`src/sv/hcb_pkg.sv`:
```
// ----------------------------------------------------------------------------
// Horizontal crossfade blend package
// Shared constants and types for the crossfade blend core and its step unit.
// ----------------------------------------------------------------------------
package hcb_pkg;

   localparam int PIX_WIDTH         = 8;
   localparam int NUM_CHAN          = 3;
   localparam int CFG_WIDTH         = 13;
   localparam int SPLIT_PARTS       = 3;
   localparam int DEFAULT_MAX_WIDTH = 4096;
   localparam logic [CFG_WIDTH-1:0] IMAGE_WIDTH_RESET = CFG_WIDTH'(640);

   typedef logic [PIX_WIDTH-1:0] chan_type;
   typedef chan_type [NUM_CHAN-1:0] rgb_type;

   // Sequencer states, one-hot
   typedef enum logic [4:0] {
      ST_IDLE  = 5'b00001,
      ST_DIV   = 5'b00010,
      ST_SPLIT = 5'b00100,
      ST_STEP  = 5'b01000,
      ST_DONE  = 5'b10000
   } state_type;

endpackage

```
`src/sv/horizontal_crossfade_blend_core.sv`:
```
// ----------------------------------------------------------------------------
// Horizontal crossfade blend core
// Blends co-located pixels of two images: A on the left third, B on the right,
// a subdivision ramp between them.
// ----------------------------------------------------------------------------
// Usage:
//   req_* carries one pixel pair per transfer (req_valid high, req_stall low).
//   rsp_* returns one blended pixel per pair, with rsp_row_end marking the
//   last column of a row. csr_image_width sets the row width; csr_ready is
//   always high, and the write is taken at once.
//   After acceptance the core divides the width by three, then picks the
//   region; middle columns run subdivision passes until one ends. The result
//   then loads the output register once it is free; edge columns skip the
//   passes. The subdivision step unit is shared over the passes, so one
//   pixel is in work at a time; req_stall is high from acceptance until the
//   result moves to the output register.
//   The output register holds a finished pixel while rsp_stall is high; the
//   next pair is still accepted and worked on meanwhile.
//   Reset (synchronous) sets the width to 640, the column to 0 and empties
//   the output register.
// ----------------------------------------------------------------------------
module horizontal_crossfade_blend_core #(
   parameter int MAX_WIDTH = hcb_pkg::DEFAULT_MAX_WIDTH
) (
   input  logic                           clock,
   input  logic                           reset,
   input  logic                           csr_valid,
   output logic                           csr_ready,
   input  logic [hcb_pkg::CFG_WIDTH-1:0]  csr_image_width,
   input  logic                           req_valid,
   output logic                           req_stall,
   input  logic [hcb_pkg::PIX_WIDTH-1:0]  req_a_red,
   input  logic [hcb_pkg::PIX_WIDTH-1:0]  req_a_green,
   input  logic [hcb_pkg::PIX_WIDTH-1:0]  req_a_blue,
   input  logic [hcb_pkg::PIX_WIDTH-1:0]  req_b_red,
   input  logic [hcb_pkg::PIX_WIDTH-1:0]  req_b_green,
   input  logic [hcb_pkg::PIX_WIDTH-1:0]  req_b_blue,
   output logic                           rsp_valid,
   input  logic                           rsp_stall,
   output logic [hcb_pkg::PIX_WIDTH-1:0]  rsp_out_red,
   output logic [hcb_pkg::PIX_WIDTH-1:0]  rsp_out_green,
   output logic [hcb_pkg::PIX_WIDTH-1:0]  rsp_out_blue,
   output logic                           rsp_row_end
);
   import hcb_pkg::*;

   localparam int WW   = $clog2(MAX_WIDTH + 1);
   localparam int CW   = $clog2(MAX_WIDTH);
   localparam int CMPW = (WW > CFG_WIDTH) ? WW : CFG_WIDTH;
   localparam int RS   = WW + 2;
   localparam int PRW  = WW + RS;
   localparam logic [RS-1:0] RECIP = RS'(((2 ** RS) + SPLIT_PARTS - 1) / SPLIT_PARTS);

   logic [CFG_WIDTH-1:0] image_width_ff;
   logic [CW-1:0]        column_ff, column_in;
   logic [CW-1:0]        col_ff;
   logic [WW-1:0]        width_ff;
   logic [WW-1:0]        left_ff;
   logic [WW-1:0]        t_ff, t_in;
   logic [WW-1:0]        p_ff, p_in;
   rgb_type              lo_ff, lo_in;
   rgb_type              hi_ff, hi_in;
   rgb_type              res_ff, res_in;
   logic                 row_end_ff;
   state_type            state_ff, state_in;

   logic                 rsp_valid_ff;
   rgb_type              rsp_pix_ff;
   logic                 rsp_row_end_ff;

   logic [CMPW-1:0]      cfg_ext;
   logic [WW-1:0]        eff_width;
   logic [WW-1:0]        col_plus;
   logic                 row_end;
   logic                 accept;
   logic                 out_free;
   logic [PRW-1:0]       prod;
   logic [WW-1:0]        left_calc;
   logic [WW-1:0]        right;
   logic [WW-1:0]        col_ext;

   logic                 step_done;
   rgb_type              step_res;
   logic [WW-1:0]        step_t, step_p;
   rgb_type              step_lo, step_hi;

   assign csr_ready = 1'b1;

   always_ff @(posedge clock) begin
      if (reset) begin
         image_width_ff <= IMAGE_WIDTH_RESET;
      end else if (csr_valid && csr_ready) begin
         image_width_ff <= csr_image_width;
      end
   end

   // effective width: zero reads as one, saturate at MAX_WIDTH
   assign cfg_ext = CMPW'(image_width_ff);
   always_comb begin
      priority if (cfg_ext == '0) begin
         eff_width = WW'(1);
      end else if (cfg_ext > CMPW'(MAX_WIDTH)) begin
         eff_width = WW'(MAX_WIDTH);
      end else begin
         eff_width = WW'(cfg_ext);
      end
   end

   assign accept   = req_valid && !req_stall;
   assign req_stall = (state_ff != ST_IDLE);
   assign col_plus = WW'(column_ff) + WW'(1);
   assign row_end  = (col_plus >= eff_width);
   assign column_in = row_end ? '0 : CW'(col_plus);

   always_ff @(posedge clock) begin
      if (reset) begin
         column_ff <= '0;
      end else if (accept) begin
         column_ff <= column_in;
      end
   end

   // divide by three through a reciprocal multiply
   assign prod      = PRW'(width_ff) * PRW'(RECIP);
   assign left_calc = WW'(prod >> RS);
   assign right     = width_ff - left_ff;
   assign col_ext   = WW'(col_ff);

   hcb_step #(
      .PW (WW)
   ) u_step (
      .t       (t_ff),
      .p       (p_ff),
      .lo      (lo_ff),
      .hi      (hi_ff),
      .done    (step_done),
      .result  (step_res),
      .t_next  (step_t),
      .p_next  (step_p),
      .lo_next (step_lo),
      .hi_next (step_hi)
   );

   assign out_free = !rsp_valid_ff || !rsp_stall;

   always_comb begin
      state_in = state_ff;
      t_in     = t_ff;
      p_in     = p_ff;
      lo_in    = lo_ff;
      hi_in    = hi_ff;
      res_in   = res_ff;
      unique case (state_ff)
         ST_IDLE: begin
            if (accept) begin
               lo_in    = {req_a_blue, req_a_green, req_a_red};
               hi_in    = {req_b_blue, req_b_green, req_b_red};
               state_in = ST_DIV;
            end
         end
         ST_DIV: begin
            state_in = ST_SPLIT;
         end
         ST_SPLIT: begin
            priority if (col_ext < left_ff) begin
               res_in   = lo_ff;
               state_in = ST_DONE;
            end else if (col_ext >= right) begin
               res_in   = hi_ff;
               state_in = ST_DONE;
            end else begin
               t_in     = col_ext - left_ff;
               p_in     = right - left_ff;
               state_in = ST_STEP;
            end
         end
         ST_STEP: begin
            if (step_done) begin
               res_in   = step_res;
               state_in = ST_DONE;
            end else begin
               t_in  = step_t;
               p_in  = step_p;
               lo_in = step_lo;
               hi_in = step_hi;
            end
         end
         ST_DONE: begin
            if (out_free) begin
               state_in = ST_IDLE;
            end
         end
         default: begin
            state_in = ST_IDLE;
         end
      endcase
   end

   always_ff @(posedge clock) begin
      if (reset) begin
         state_ff <= ST_IDLE;
      end else begin
         state_ff <= state_in;
      end
   end

   always_ff @(posedge clock) begin
      t_ff   <= t_in;
      p_ff   <= p_in;
      lo_ff  <= lo_in;
      hi_ff  <= hi_in;
      res_ff <= res_in;
      if (accept) begin
         col_ff     <= column_ff;
         width_ff   <= eff_width;
         row_end_ff <= row_end;
      end
      if (state_ff == ST_DIV) begin
         left_ff <= left_calc;
      end
   end

   // output register: hold while the receiver stalls
   always_ff @(posedge clock) begin
      if (reset) begin
         rsp_valid_ff <= 1'b0;
      end else if ((state_ff == ST_DONE) && out_free) begin
         rsp_valid_ff <= 1'b1;
      end else if (!rsp_stall) begin
         rsp_valid_ff <= 1'b0;
      end
   end

   always_ff @(posedge clock) begin
      if ((state_ff == ST_DONE) && out_free) begin
         rsp_pix_ff     <= res_ff;
         rsp_row_end_ff <= row_end_ff;
      end
   end

   assign rsp_valid     = rsp_valid_ff;
   assign rsp_out_red   = rsp_pix_ff[0];
   assign rsp_out_green = rsp_pix_ff[1];
   assign rsp_out_blue  = rsp_pix_ff[2];
   assign rsp_row_end   = rsp_row_end_ff;

endmodule

```
`src/sv/hcb_step.sv`:
```
// ----------------------------------------------------------------------------
// Crossfade subdivision step
// One pass of the binary-subdivision interpolation for all three channels;
// the position and scale decisions are shared by the channels.
// ----------------------------------------------------------------------------
module hcb_step #(
   parameter int PW = 13
) (
   input  logic [PW-1:0]    t,
   input  logic [PW-1:0]    p,
   input  hcb_pkg::rgb_type lo,
   input  hcb_pkg::rgb_type hi,
   output logic             done,
   output hcb_pkg::rgb_type result,
   output logic [PW-1:0]    t_next,
   output logic [PW-1:0]    p_next,
   output hcb_pkg::rgb_type lo_next,
   output hcb_pkg::rgb_type hi_next
);
   import hcb_pkg::*;

   logic [PW-1:0]  half;
   logic [PW:0]    half_up;
   logic [PW:0]    p_inc;
   rgb_type        mid;
   logic [PIX_WIDTH:0] sum [NUM_CHAN];

   assign half    = p >> 1;
   assign p_inc   = {1'b0, p} + (PW+1)'(1);
   assign half_up = p_inc >> 1;

   always_comb begin
      for (int c = 0; c < NUM_CHAN; c++) begin
         sum[c] = {1'b0, lo[c]} + {1'b0, hi[c]};
         mid[c] = sum[c][PIX_WIDTH:1];
      end
   end

   always_comb begin
      done    = 1'b0;
      result  = mid;
      t_next  = t;
      p_next  = p;
      lo_next = lo;
      hi_next = hi;
      priority if (t == '0) begin
         done   = 1'b1;
         result = lo;
      end else if (t >= p) begin
         done   = 1'b1;
         result = hi;
      end else if ({1'b0, t} > half_up) begin
         // upper half: move low end to the midpoint
         lo_next = mid;
         t_next  = t - half;
         p_next  = half;
      end else if (t < half) begin
         hi_next = mid;
         p_next  = half;
      end else begin
         done   = 1'b1;
         result = mid;
      end
   end

endmodule

```
`config.mk`:
```
export PLATFORM = sky130hd
export DESIGN_NAME = horizontal_crossfade_blend_core
export DESIGN_NICKNAME = d
export VERILOG_FILES = /design/src/sv/hcb_pkg.sv /design/src/sv/horizontal_crossfade_blend_core.sv /design/src/sv/hcb_step.sv
export SDC_FILE = /design/constraint.sdc
export NUM_CORES = 1
export LEC_CHECK = 0
export BUFFER_PORTS_ARGS = -buffer_cell sky130_fd_sc_hd__clkbuf_2
export CAP_MARGIN = 20
export CORE_MARGIN = 10
export CORE_UTILIZATION = 50
export DETAILED_ROUTE_END_ITERATION = 8
export GPL_ROUTABILITY_DRIVEN = 0
export PLACE_DENSITY = 0.71
export SKIP_LAST_GASP = 1
export SYNTH_ARGS = -nofsm -noshare
export SYNTH_HDL_FRONTEND = slang
export SYNTH_SLANG_ARGS = --single-unit
```
`constraint.sdc`:
```
create_clock -name clock -period 6.6 [get_ports clock]
set_input_delay 0.66 -clock clock [delete_from_list [all_inputs] [get_ports clock]]
set_output_delay 0.66 -clock clock [all_outputs]
set_load 0.005 [all_outputs]
```
# [Yosys cells after proc, flatten, opt, wreduce, memory -nomap -nowiden]
# Cells that the tools add are included.
[word_totals] in_bits=66 word_cells=125 reg_bits=192 output_inout_bits=28
[classes] mux=49 mul=1 n_eq_ne=20 reduce_logical=16 n_lt_le_gt_ge=7 add_sub_neg=9
[op_table] operator="$mux W24" count=16
[op_table] operator="$mux W13" count=15
[op_table] operator="$pmux W24 S2" count=3
[op_table] operator="$pmux W13 S2" count=2
[op_table] operator="$sub A13 B12 Y13" count=3
[op_table] operator="$add A8 B8 Y9" count=3
[op_table] operator="$mul A13 B14 Y27 const B" count=1
[op_table] operator="$ge A13 B13 Y1" count=2
[op_table] operator="$logic_not A13 Y1" count=2
[op_table] operator="$mux W5" count=5
[op_table] operator="$pmux W5 S5" count=1
[op_table] operator="$reduce_and A7 Y1" count=3
[op_table] operator="$ne A2 B2 Y1 const B" count=9
[op_table] operator="$add A13 B1 Y14 const B" count=1
[op_table] operator="$add A12 B1 Y13 const B" count=1
[op_table] operator="$ge A12 B13 Y1" count=1
[op_table] operator="$gt A13 B13 Y1" count=1
[op_table] operator="$gt A13 B13 Y1 const B" count=1
[op_table] operator="$lt A13 B12 Y1" count=1
[op_table] operator="$sub A12 B12 Y13" count=1
[op_table] operator="$lt A12 B12 Y1" count=1
[op_table] operator="$mux W12" count=1
[op_table] operator="$mux W1" count=6
[op_table] operator="$ne A2 B1 Y1 const B" count=3
[op_table] operator="other kinds (14)" count=19

# [Longest topological paths before layout]
[depth] word_depth=7 mapped_depth=18 depth_no_buf=18

# [Hierarchy]
# Synthesis repeated with hierarchy kept, for this count alone.
[unflattened] hier_cells=1670 area_unflattened_um2=16026.6
[by_module_without_submodules] mod="horizontal_crossfade_blend_core" area_per_inst_um2=12364.4 seq_area_each_um2=5455.2 n_inst=1 cells_each=1200
[by_module_without_submodules] mod="hcb_step" area_per_inst_um2=3662.3 seq_area_each_um2=0.0 n_inst=1 cells_each=470

# [Least setup slack after synthesis]
# Ideal clock, no wire load.
[synth_path] path_kind="register -> register" from="register width_ff[9]" to="register left_ff[11], data pin" required_ps=6336 arrival_time_ps=4571 path_slack_ps=1766 path_buffers=0 synth_period_minus_slack_ps=4834 setup_time_ps=264 path_stages_with_launch=17 cell_sequence="edfxtp_1 > ha_1 > inv_1 > fa_1 > fa_1 > fa_1 > fa_1 > inv_1 > ha_1 > o2111ai_1 > nor2_1 > a211oi_1 > a21oi_1 > a21o_1 > a31o_1 > a31oi_1 > xor2_1"
[synth_between] elab_chain_cells=1
[synth_rtl] element="start: declaration" line_no="horizontal_crossfade_blend_core.sv:57" source="logic [WW-1:0] width_ff;"
[synth_rtl] element="start signal: assignment" line_no="horizontal_crossfade_blend_core.sv:215" source="width_ff <= eff_width;"
[synth_rtl] element="$mul A13 B14 Y27" line_no="horizontal_crossfade_blend_core.sv:124" source="assign prod = PRW'(width_ff) * PRW'(RECIP);"
[synth_rtl] element="net left_calc[11]" line_no="horizontal_crossfade_blend_core.sv:78" source="logic [WW-1:0] left_calc;"
[synth_rtl] element="end signal: assignment" line_no="horizontal_crossfade_blend_core.sv:219" source="left_ff <= left_calc;"
[synth_rtl] element="end: declaration" line_no="horizontal_crossfade_blend_core.sv:58" source="logic [WW-1:0] left_ff;"
# The timed path passes the listed nets, and every way through them passes these cells.
# A chain may end at the register's enable or synchronous reset.

# [Final worst setup path]
# Ends and elaborated chain as after synthesis.

==> run_summary.xml <==
<?xml version="1.0" encoding="UTF-8"?>
<metrics>
  <group name="synthesis">
    <metric name="synth_area" unit="mm²">0.0144</metric>
    <metric name="synth.ff_latch_count" unit="">192</metric>
    <metric name="synth_warnings" unit="">0</metric>
    <metric name="yosysSeqAreaShare" unit="%">37.9</metric>
    <metric name="synthArstFlopShare" unit="%">0</metric>
    <metric name="netlist-cell-type-count" unit="">79</metric>
    <metric name="post_synth.cell_area_avg" unit="µm²">10.5</metric>
    <metric name="syn_inst" unit="">1375</metric>
    <metric name="syn_nets" unit="">1689</metric>
    <metric name="edff_count_synth" unit="">161</metric>
    <metric name="ys.flop_type" unit="">sky130_fd_sc_hd__edfxtp_1</metric>
  </group>
  <group name="floorplan">
    <metric name="die_w" unit="µm">190</metric>
    <metric name="num_io_pins" unit="">94</metric>
    <metric name="die-height" unit="µm">190</metric>
    <metric name="die_area" unit="mm²">0.0360</metric>
    <metric name="initial_core_utilization" unit="%">50.4</metric>
    <metric name="row_cnt" unit="">62</metric>
    <metric name="core_area" unit="mm²">0.0285</metric>
  </group>
  <group name="route">
    <metric name="detailed_route_wire_length" unit="mm">32.9</metric>
    <metric name="via_count" unit="">10400</metric>
    <metric name="route.detailed.drc" unit="">0</metric>
    <metric name="drt-vias-per-instance" unit="">5.57</metric>
    <metric name="dr.first_iter.drc_count" unit="">618</metric>
    <metric name="wire_per_inst" unit="µm">17.6</metric>
    <metric name="antenna_violating_nets_remaining" unit="">0</metric>
    <metric name="dr.pass1.iters" unit="">5</metric>
  </group>
  <group name="global_route">
    <metric name="pin_count_of_the_biggest_net_entering_global_routing" unit="">70</metric>
    <metric name="global_route_wire_length_before_repair" unit="mm">53.2</metric>
    <metric name="grtUsageMet3" unit="%">3.15</metric>
    <metric name="vias_in_the_first_global_route" unit="">10800</metric>
    <metric name="grt_remaining_overflow" unit="">0</metric>
    <metric name="track_usage" unit="%">18.2</metric>
    <metric name="grt_antenna_before_repair" unit="">0</metric>
    <metric name="groute.layer.met2.usage" unit="%">33.1</metric>
    <metric name="grt.met1_usage" unit="%">21.9</metric>
    <metric name="grt-busiest-layer" unit="">met2</metric>
  </group>
  <group name="clock_tree">
    <metric name="cts_hold_buf" unit="">0</metric>
    <metric name="cts-root-to-sink-buffers" unit="">2</metric>
    <metric name="tritoncts.num_buffers" unit="">17</metric>
    <metric name="postCtsSetupRepairBufs" unit="">0</metric>
    <metric name="cts_tree" unit="">yes</metric>
    <metric name="clk_pin_slew" unit="ps">80</metric>
    <metric name="tritoncts_num_sinks" unit="">192</metric>
    <metric name="worst_skew_pair.late_latency" unit="ps">450</metric>
    <metric name="clockRootBuffer" unit="">sky130_fd_sc_hd__clkbuf_16</metric>
    <metric name="cts_max_level" unit="">4</metric>
    <metric name="cts_repair_resize_count" unit="">0</metric>
  </group>
  <group name="timing">
    <metric name="rsz_0062_raised_after_global_routing" unit="">false</metric>
    <metric name="skew" unit="ps">17.4</metric>
    <metric name="period_share" unit="%">78.1</metric>
    <metric name="finalSetupViolCount" unit="">0</metric>
    <metric name="min_period" unit="ps">5160</metric>
    <metric name="finalHoldViolations" unit="">0</metric>
    <metric name="max_freq" unit="MHz">194</metric>
    <metric name="slew_viol_final" unit="">0</metric>
    <metric name="hold-worst-slack" unit="ps">422</metric>
    <metric name="final_critical_path_setup_slack" unit="ps">1440</metric>
    <metric name="relSlewSlack" unit="%">30.1</metric>
    <metric name="tns" unit="ps">0</metric>
    <metric name="worst_slew_pin_slew" unit="ps">1050</metric>
  </group>
  <group name="critical_path">
    <metric name="crit_path_cell_trace" unit="">ha_1 &gt; inv_1 &gt; fa_1 &gt; fa_1 &gt; fa_1 &gt; fa_1 &gt; inv_1 &gt; ha_1 &gt; o2111ai_1 &gt; nor2_1 &gt; a211oi_1 &gt; a21oi_1 &gt; a21o_1 &gt; a31o_1 &gt; a31oi_1 &gt; xor2_1</metric>
    <metric name="arrival" unit="ps">5350</metric>
    <metric name="rrSetupSlack" unit="ps">1440</metric>
    <metric name="crit_type" unit="">register to register</metric>
    <metric name="path_max_fanout" unit="">4</metric>
    <metric name="timing.rr.start" unit="">width_ff[9]</metric>
    <metric name="path_common_cell" unit="">sky130_fd_sc_hd__fa_1</metric>
    <metric name="rr_worst_depth" unit="">16</metric>
    <metric name="worstSetupStartpointType" unit="">register</metric>
    <metric name="critical_path.endpoint_type" unit="">register</metric>
    <metric name="last_element_of_the_critical_path" unit="">left_ff[11]</metric>
    <metric name="path_depth" unit="">16</metric>
    <metric name="worst_path_dominant_cell_family" unit="">adder cells</metric>
    <metric name="critPathSlowestCell" unit="">sky130_fd_sc_hd__fa_1</metric>
    <metric name="critPathRequiredTime" unit="ps">6800</metric>
    <metric name="cp-startpoint" unit="">width_ff[9]</metric>
    <metric name="cp_num_buf_inv" unit="">2</metric>
    <metric name="crit_path_max_incr_delay" unit="ps">580</metric>
    <metric name="worstReg2RegEnd" unit="">left_ff[11]</metric>
  </group>
  <group name="pwr">
    <metric name="p_switching" unit="mW">2.39</metric>
    <metric name="irDropWorstVdd" unit="mV">0.780</metric>
    <metric name="comb_power_share" unit="%">54.5</metric>
    <metric name="power.density_cell_area" unit="mW/mm²">370</metric>
    <metric name="power.share.clock" unit="%">17.5</metric>
    <metric name="total_leakage_power" unit="nW">7.25</metric>
    <metric name="post-layout-total-power" unit="mW">5.88</metric>
    <metric name="seq_power_share" unit="%">28.0</metric>
    <metric name="internal-power" unit="mW">3.49</metric>
    <metric name="sw_frac_of_total" unit="%">40.6</metric>
  </group>
  <group name="cells_and_area">
    <metric name="finish.cell_count_without_fillers" unit="">1866</metric>
    <metric name="layout_commonest_cell" unit="">sky130_fd_sc_hd__ha_1</metric>
    <metric name="drive_above_1_share" unit="%">11.1</metric>
    <metric name="fillCellCount" unit="">2493</metric>
    <metric name="final_nets" unit="">1783</metric>
    <metric name="multiInputGateArea" unit="mm²">0.00818</metric>
    <metric name="area_delta_synth_final" unit="%">10.5</metric>
    <metric name="regArea" unit="mm²">0.00546</metric>
    <metric name="layout_common_cells" unit="">sky130_fd_sc_hd__ha_1 (195), sky130_fd_sc_hd__inv_1 (169), sky130_fd_sc_hd__edfxtp_1 (161)</metric>
    <metric name="layout.core_utilization" unit="%">55.7</metric>
    <metric name="number_of_antenna_repair_diodes" unit="">0</metric>
    <metric name="final_design_area_no_fill" unit="mm²">0.0159</metric>
  </group>
  <group name="hold_path">
    <metric name="min_path_type" unit="">register to register</metric>
  </group>
  <group name="placed_design">
    <metric name="place_worst_setup_slack" unit="ps">1420</metric>
    <metric name="port-buffer-count" unit="">92</metric>
    <metric name="postPlaceCellArea" unit="mm²">0.0153</metric>
    <metric name="dp.final_hpwl" unit="mm">25.5</metric>
    <metric name="place.detailed.instances" unit="">1834</metric>
  </group>
  <group name="run_status">
    <metric name="result_of_the_run" unit="">finished, final reports clean</metric>
  </group>
  <group name="job">
    <metric name="maxCapViolCount" unit="">0</metric>
  </group>
</metrics>
==> power by group through the flow <==
stage / Clock [mW] / Sequential (mW) / Combinational [mW]
2_1_floorplan: 0 / 1.64 / 2.49
3_5_place_dp: 0 / 1.67 / 3.21
5_1_grt: 1.09 / 1.65 / 3.69
3_3_place_gp: 0 / 1.67 / 3.12
6_report: 1.03 / 1.64 / 3.20
4_1_cts: 1.05 / 1.64 / 3.24
==> metal layers <==
metal	share of wire, %	wire (µm)
met4	1.3	432
met2	51	16800
met5	0	0
met3	4.6	1520
met1	43	14200
==> worst min path at each step <==
stage	from	to	slack [ps]	cells past startpoint
final	row_end_ff	rsp_row_end	420	0
after global placement	row_end_ff	rsp_row_end	400	0
after detailed placement	res_ff[6]	rsp_out_red[6]	410	0
after global routing	csr_image_width[9]	cfg_ext[9]	420	2
after floorplan	res_ff[16]	rsp_out_blue[0]	400	0
after CTS	csr_image_width[9]	cfg_ext[9]	420	2
==> final cells by class <==
class,instances,area share [%]
inverters,172,4.06
well taps,384,3.02
clock inverters,15,1.03
flip-flops and latches,192,34.3
clock buffers,17,2.68
multi-input cells,982,51.4
repair buffers,104,3.46
==> logic make-up after synthesis <==
kind of cell	share of synthesized area (%)
AND/OR/NAND/NOR	11.4
AO/OA/AOI/OAI	14.6
adder cells (fa/ha/maj)	24.3
buffers and inverters	5.42
flip-flops	37.9
XOR/XNOR	5.36
multiplexers	0.983
other	0.0261
==> synth_stat cells (3+ instances only) <==
| cell type | n | area [µm²] |
|---|---|---|
| sky130_fd_sc_hd__ha_1 | 195 | 2440 |
| sky130_fd_sc_hd__inv_1 | 169 | 634 |
| sky130_fd_sc_hd__edfxtp_1 | 161 | 4830 |
| sky130_fd_sc_hd__nand2_1 | 97 | 364 |
| sky130_fd_sc_hd__nor2_1 | 73 | 274 |
| sky130_fd_sc_hd__a21oi_1 | 68 | 340 |
| sky130_fd_sc_hd__xnor2_1 | 62 | 543 |
| sky130_fd_sc_hd__a21o_1 | 56 | 420 |
| sky130_fd_sc_hd__fa_1 | 53 | 1060 |
| sky130_fd_sc_hd__o21ai_0 | 40 | 200 |
| sky130_fd_sc_hd__dfxtp_1 | 31 | 621 |
| sky130_fd_sc_hd__nand3_1 | 30 | 150 |
| sky130_fd_sc_hd__nor3_1 | 28 | 140 |
| sky130_fd_sc_hd__xor2_1 | 26 | 228 |
| sky130_fd_sc_hd__nand2b_1 | 19 | 119 |
| sky130_fd_sc_hd__a221o_1 | 18 | 180 |
| sky130_fd_sc_hd__clkbuf_1 | 17 | 63.8 |
| sky130_fd_sc_hd__nor2b_1 | 17 | 106 |
| sky130_fd_sc_hd__o21ai_1 | 16 | 80.1 |
| sky130_fd_sc_hd__o21a_1 | 15 | 113 |
| sky130_fd_sc_hd__and2_1 | 13 | 81.3 |
| sky130_fd_sc_hd__mux2i_1 | 13 | 130 |
| sky130_fd_sc_hd__nand4_1 | 10 | 62.6 |
| sky130_fd_sc_hd__or3_1 | 10 | 62.6 |
| sky130_fd_sc_hd__a31oi_1 | 8 | 50.1 |
| sky130_fd_sc_hd__a32o_1 | 8 | 80.1 |
| sky130_fd_sc_hd__o31ai_1 | 8 | 60.1 |
| sky130_fd_sc_hd__a211oi_1 | 7 | 52.6 |
| sky130_fd_sc_hd__nor4_1 | 7 | 43.8 |
| sky130_fd_sc_hd__o22ai_1 | 7 | 43.8 |
| sky130_fd_sc_hd__and3_1 | 5 | 31.3 |
| sky130_fd_sc_hd__buf_1 | 5 | 18.8 |
| sky130_fd_sc_hd__a211o_1 | 4 | 35.0 |
| sky130_fd_sc_hd__a21boi_1 | 4 | 30.0 |
| sky130_fd_sc_hd__a31o_1 | 4 | 35.0 |
| sky130_fd_sc_hd__buf_4 | 4 | 30.0 |
| sky130_fd_sc_hd__nand3b_1 | 4 | 30.0 |
| sky130_fd_sc_hd__a2111oi_0 | 3 | 26.3 |
| sky130_fd_sc_hd__a221oi_2 | 3 | 45.0 |
| sky130_fd_sc_hd__a222oi_1 | 3 | 30.0 |
| sky130_fd_sc_hd__inv_2 | 3 | 11.3 |
| sky130_fd_sc_hd__o41ai_1 | 3 | 26.3 |
==> registers in the layout, summed over array words and instances, names as in the netlist, 12 cells and up <==
signal / flops
hi_ff: 24
lo_ff: 24
res_ff: 24
cfg_ext: 13
p_ff: 13
t_ff: 13
width_ff: 13
col_ff: 12
column_ff: 12
left_ff: 12
Power figures use the tool's default switching activity.
